<file path="src/design/sag_pkg.sv">
// Shared constants, types and helpers of the strided N-dimensional address generator.
package sag_pkg;

  // Field and register widths
  localparam int unsigned ADDR_W     = 48;
  localparam int unsigned EXT_W      = 16;
  localparam int unsigned STRIDE_W   = 32;
  localparam int unsigned ACTIVE_W   = 2;
  localparam int unsigned CFG_IDX_W  = 3;
  localparam int unsigned CFG_DATA_W = 48;

  // Number of axes that have extent and stride registers
  localparam int unsigned REG_AXES = 3;

  // Default parameter values
  localparam int unsigned NUM_AXES_DEF    = 3;
  localparam int unsigned EXTENT_BITS_DEF = 16;

  // Cycles the derived limit and jump offsets need after a register write
  localparam int unsigned SETTLE_W      = 2;
  localparam logic [SETTLE_W-1:0] SETTLE_CYCLES = 2'd2;

  // Register indexes on the configuration port
  typedef enum logic [CFG_IDX_W-1:0] {
    CFG_ACTIVE_AXES  = 3'd0,
    CFG_BASE_ADDRESS = 3'd1,
    CFG_EXTENT0      = 3'd2,
    CFG_EXTENT1      = 3'd3,
    CFG_EXTENT2      = 3'd4,
    CFG_STRIDE0      = 3'd5,
    CFG_STRIDE1      = 3'd6,
    CFG_STRIDE2      = 3'd7
  } cfg_reg_e;

  // One result item
  typedef struct packed {
    logic [ADDR_W-1:0] address;
    logic              more;
    logic [ADDR_W-1:0] element_index;
  } result_t;

  // Number of axes actually walked: the register clamped to the built axes
  function automatic logic [ACTIVE_W-1:0] used_axes(input logic [ACTIVE_W-1:0] active,
                                                    input int unsigned live);
    logic [ACTIVE_W-1:0] n;
    n = active;
    if (int'(active) > int'(live)) begin
      n = ACTIVE_W'(live);
    end
    return n;
  endfunction

endpackage

</file>
<file path="src/design/sag_out_skid.sv">
// Result register with a skid entry so the input side keeps taking items under short stalls.
module sag_out_skid (
  input  logic             clk_i,
  input  logic             rst_ni,
  input  logic             push_i,
  input  sag_pkg::result_t data_i,
  output logic             ready_o,
  output logic             out_valid_o,
  input  logic             out_ready_i,
  output sag_pkg::result_t out_data_o
);

  logic             out_valid_q;
  logic             skid_valid_q;
  sag_pkg::result_t out_q;
  sag_pkg::result_t skid_q;
  logic             out_free;

  assign out_free = !out_valid_q || out_ready_i;
  assign ready_o  = !skid_valid_q;

  // Valid flags
  always_ff @(posedge clk_i or negedge rst_ni) begin
    if (!rst_ni) begin
      out_valid_q  <= 1'b0;
      skid_valid_q <= 1'b0;
    end else if (out_free) begin
      out_valid_q  <= skid_valid_q || push_i;
      skid_valid_q <= 1'b0;
    end else if (push_i) begin
      skid_valid_q <= 1'b1;
    end
  end

  // Payload
  always_ff @(posedge clk_i) begin
    if (out_free) begin
      out_q <= skid_valid_q ? skid_q : data_i;
    end else if (push_i) begin
      skid_q <= data_i;
    end
  end

  assign out_valid_o = out_valid_q;
  assign out_data_o  = out_q;

endmodule

</file>
<file path="config.mk">
export PLATFORM = sky130hd
export DESIGN_NAME = sag_out_skid
export DESIGN_NICKNAME = d
export VERILOG_FILES = /design/src/design/sag_pkg.sv /design/src/design/sag_out_skid.sv
export SDC_FILE = /design/constraint.sdc
export NUM_CORES = 1
export LEC_CHECK = 0
export BUFFER_PORTS_ARGS = -buffer_cell sky130_fd_sc_hd__buf_4
export CORE_MARGIN = 3
export CORE_UTILIZATION = 35
export CTS_CLUSTER_SIZE = 30
export DETAILED_ROUTE_END_ITERATION = 6
export GPL_TIMING_DRIVEN = 0
export PLACE_DENSITY = 0.58
export SETUP_SLACK_MARGIN = 0.1
export SYNTH_ARGS = -nofsm -noshare
export SYNTH_HDL_FRONTEND = slang
export SYNTH_SLANG_ARGS = --single-unit
</file>
<file path="constraint.sdc">
create_clock -name clk_i -period 8.2 [get_ports clk_i]
set_input_delay 0.41 -clock clk_i [delete_from_list [all_inputs] [get_ports clk_i]]
set_output_delay 0.41 -clock clk_i [all_outputs]
set_load 0.03 [all_outputs]
</file>
After elaboration in Yosys (flattened, before gate mapping). Index checks and enable logic that the tools add are counted. Widths: inputs -> output; s select.

Memories: 0. Memory bits (read-only): 0. Bits in writable memories: 0. Register bits after elaboration: 196. Output and inout bits: 99. Input bits: 101. Latch bits: 0. Word-level logic and storage cells: 18.

Shift operators: 0. Divide/modulo/power cells: 0. Magnitude comparators: 0. Equality and inequality tests: 0. Add/sub/neg operators: 0. Reductions and logical operators: 6. Multipliers: 0. Bitwise gates (word level): 1. Muxes and demuxes: 3.

Operators by type and width (number): $mux 97 (1); $logic_not 1->1 (2); $logic_or 1x1->1 (2); $mux 1 (2); $reduce_and 2->1 (1); $reduce_bool 2->1 (1); $not 1->1 (1).

Longest topological paths before layout.
Depth after elaboration: 4. Gate-level depth with buffers: 5. Gate-level depth less buffers: 2.

Least setup slack after synthesis. No wires, ideal clock.

Path kind: reg-to-reg. Start: reg out_valid_q (netlist: out_valid_o). End: reg skid_q[0] (netlist bit), enable pin. Stages on the path, launching flop included: 3. Setup slack: 0.530 ns. Path buffers: 0. Required time: 7.648 ns. Data arrival time: 7.118 ns. Path through: dfrtp_1 nand2b_1 nor2_1.

Word-level cells in the longest chain between the ends: 4.

RTL lines: start: declaration (line sag_out_skid.sv:13) `logic out_valid_q;`; start signal: assignment (line sag_out_skid.sv:28) `out_valid_q <= skid_valid_q || push_i;`; $logic_not 1->1 (line sag_out_skid.sv:19) `assign out_free = !out_valid_q || out_ready_i;`; $logic_or 1x1->1 (line sag_out_skid.sv:19); net out_free (line sag_out_skid.sv:17) `logic out_free;`; $not 1->1 (no line); $reduce_and 2->1 (no line); end signal: assignment (line sag_out_skid.sv:40) `skid_q <= data_i;`; end: declaration (line sag_out_skid.sv:16) `sag_pkg::result_t skid_q;`.

The timed path passes the listed nets, and every way through them passes these cells. A chain may end at the register's enable or synchronous reset.

Worst setup path in the final report.
Start: reg out_valid_q (netlist: out_valid_o). End: reg skid_q[59] (netlist bit), enable pin.

The elaborated chain is that of the path after synthesis.

==> metrics.txt <==
Cell Area, Synth 0.00710 sq mm; Cells after Synth 311; Synth area leader edfxtp_1; Critical Path Sink Type flop; global-route wire length before repair 21800 microns; Placed Area 0.00906 sq mm; Yosys reg bits 196; chip height 148 microns; ANT nets after route 0; DIE WIDTH 148 microns; Num CTS Buffers 17; Final Hold Violating Endpoints 0; number of port buffers 199; Rel. slew slack 0.569; Req. time, crit path 8.33 ns; DP Cell Count 780; Initial Util 0.360; First DRT Iteration DRCs 171; Synth Warn # 0; Setup CP Type reg2reg; worst slew pin tran 0.646 ns; P_leak 3.69 nW; Final HPWL DP 9750 microns; post-route design area 0.00973 sq mm; synthesized area per cell 22.8 sq um; share of layout cells above drive strength 1 0.630; clock transition at the registers of the reported paths 0.07 ns; worst hold path class in2reg; post-cts resize count 0; outcome finished, final reports clean; number of global-route vias before repair 4025; Total Routing Usage GR 0.130; GRT overflow 0; Worst Path Arrival 2.19 ns; CP startpoint kind flop; hold_ws 0.164 ns; H-tree Lvls 4; most frequent cells in the layout buf_4, edfxtp_1, mux2_2; Antenna Cells 0; Reg2Reg Setup Slack 6.14 ns; DRC viols 0; max cap viols 0; Peak VDD IR 0.135 mV; clock sinks 196; CTS tree yes; clk root buf clkbuf_16; Final Critical Period 2.06 ns; RSZ-0062 raised after global routing false; Worst-Skew Late Latency 0.43 ns; Power Density 251 mW/mm^2; max-slew violations 0; routed via count 3685; # IOs 200; initial antenna violation count 0; clock power share 0.374; via/cell ratio 4.53; Final Cycle Share 0.252; CTS Buffer Depth 2; sequential share of the synthesized area 0.827; Area Overhead vs Synth 37.0%; most common cell after layout, fill and taps aside buf_4; Max Clock Freq 485 MHz; die area 0.0220 sq mm; Sw Share 0.233; Cell Rows 51; Final #Nets 636; DR pass1 iterations 4; Clock Skews 0.0100 ns; share of the synthesized area in the top cell type 0.820; fin cells 813; setup violators final 0; switching power total 0.000569 W; Int Pwr 0.00187 W; Routed wire per std cell 17.2 microns; largest net degree at the start of global routing 61; post-synth net total 412; RD Place Congestion 0.714; power consumption 0.00244 W; Post-CTS Setup Bufs 0; core area 0.0197 sq mm; power share of the sequential group 0.494; dominant cells by area after synthesis edfxtp_1, mux2_2, mux2_4; final WL 14000 microns; CTS Hold Buffers Added 1; Comb power frac 0.132; crit-path max FO 41; Synth cell types 10
-- metal layers --
| layer | global-route usage | vias up | wire length (microns) |
|---|---|---|---|
| met5 | 0 | - | 0 |
| met4 | 0.0467 | 0 | 221 |
| met3 | 0.0545 | 15 | 1220 |
| met2 | 0.219 | 133 | 7070 |
| met1 | 0.148 | 1843 | 5490 |
| li1 | - | 1694 | - |
-- path summary, 6_finish.rpt --
check,from,to,cells after the start
worst min-delay path,data_i[8],skid_q[8]$_DFFE_PP_,1
worst max-delay path,out_valid_o$_DFFE_PN0P_,skid_q[59]$_DFFE_PP_,4
max in group asynchronous,rst_ni,skid_valid_q$_DFFE_PN0P_,2
worst max register to register,out_valid_o$_DFFE_PN0P_,skid_q[59]$_DFFE_PP_,4
worst min register to register,skid_q[3]$_DFFE_PP_,out_data_o[3]$_DFFE_PP_,1
min in group asynchronous,rst_ni,out_valid_o$_DFFE_PN0P_,2
-- stage by stage --
step | setup WS, ns | util | setup TNS (ns)
4_1_cts | 6.07 | 0.493 | 0
3_5_place_dp | 5.83 | 0.460 | 0
3_3_place_gp | -5.75 | 0.453 | -557.52
2_1_floorplan | 0.530 | - | 0
5_1_grt | 5.98 | 0.493 | 0
6_report | 6.14 | 0.493 | 0
-- power by group through the flow --
| stage | logic [W] | clock network (W) | registers [W] |
|---|---|---|---|
| 3_5_place_dp | 0.000328 | 0 | 0.00123 |
| 5_1_grt | 0.000343 | 0.000979 | 0.00121 |
| 6_report | 0.000323 | 0.000915 | 0.00121 |
| 4_1_cts | 0.000329 | 0.000946 | 0.00121 |
| 2_1_floorplan | 0.0000829 | 0 | 0.00133 |
| 3_3_place_gp | 0.000314 | 0 | 0.00124 |
-- layout make-up --
| class | instances | area (sq um) |
|---|---|---|
| Multi-Input combinational cell | 102 | 1160 |
| Inverter | 2 | 7.51 |
| Clock inverter | 15 | 228 |
| Tap cell | 265 | 332 |
| Clock buffer | 17 | 425 |
| Fill cell | 1650 | 9990 |
| Buffer | 11 | 73.8 |
| Timing Repair Buffer | 205 | 1630 |
| Sequential cell | 196 | 5880 |
-- synth_stat cells (all sizes together) --
library cell / instances
edfxtp: 194
dfrtp: 2
nand2b: 1
mux2: 97
nand2: 1
nor2: 3
buf: 11
inv: 2
-- critical path, stage by stage (launching register included) --
cell and delay (ns):
dfrtp_1 0.39, nand2b_4 0.36, nor2_4 0.54, buf_12 0.26
buf_16 0.19
-- kinds of logic after synthesis --
family                 Yosys count  synth area share
flip-flops                     196             0.827
multiplexers                    97             0.158
buffers and inverters           13            0.0115
AND/OR/NAND/NOR                  5           0.00300
-- flip-flops by register name (all words and copies together) (netlist names) --
name          cells
skid_q           97
out_data_o       97
out_valid_o       1
skid_valid_q      1
Power figures use the tool's default switching activity.
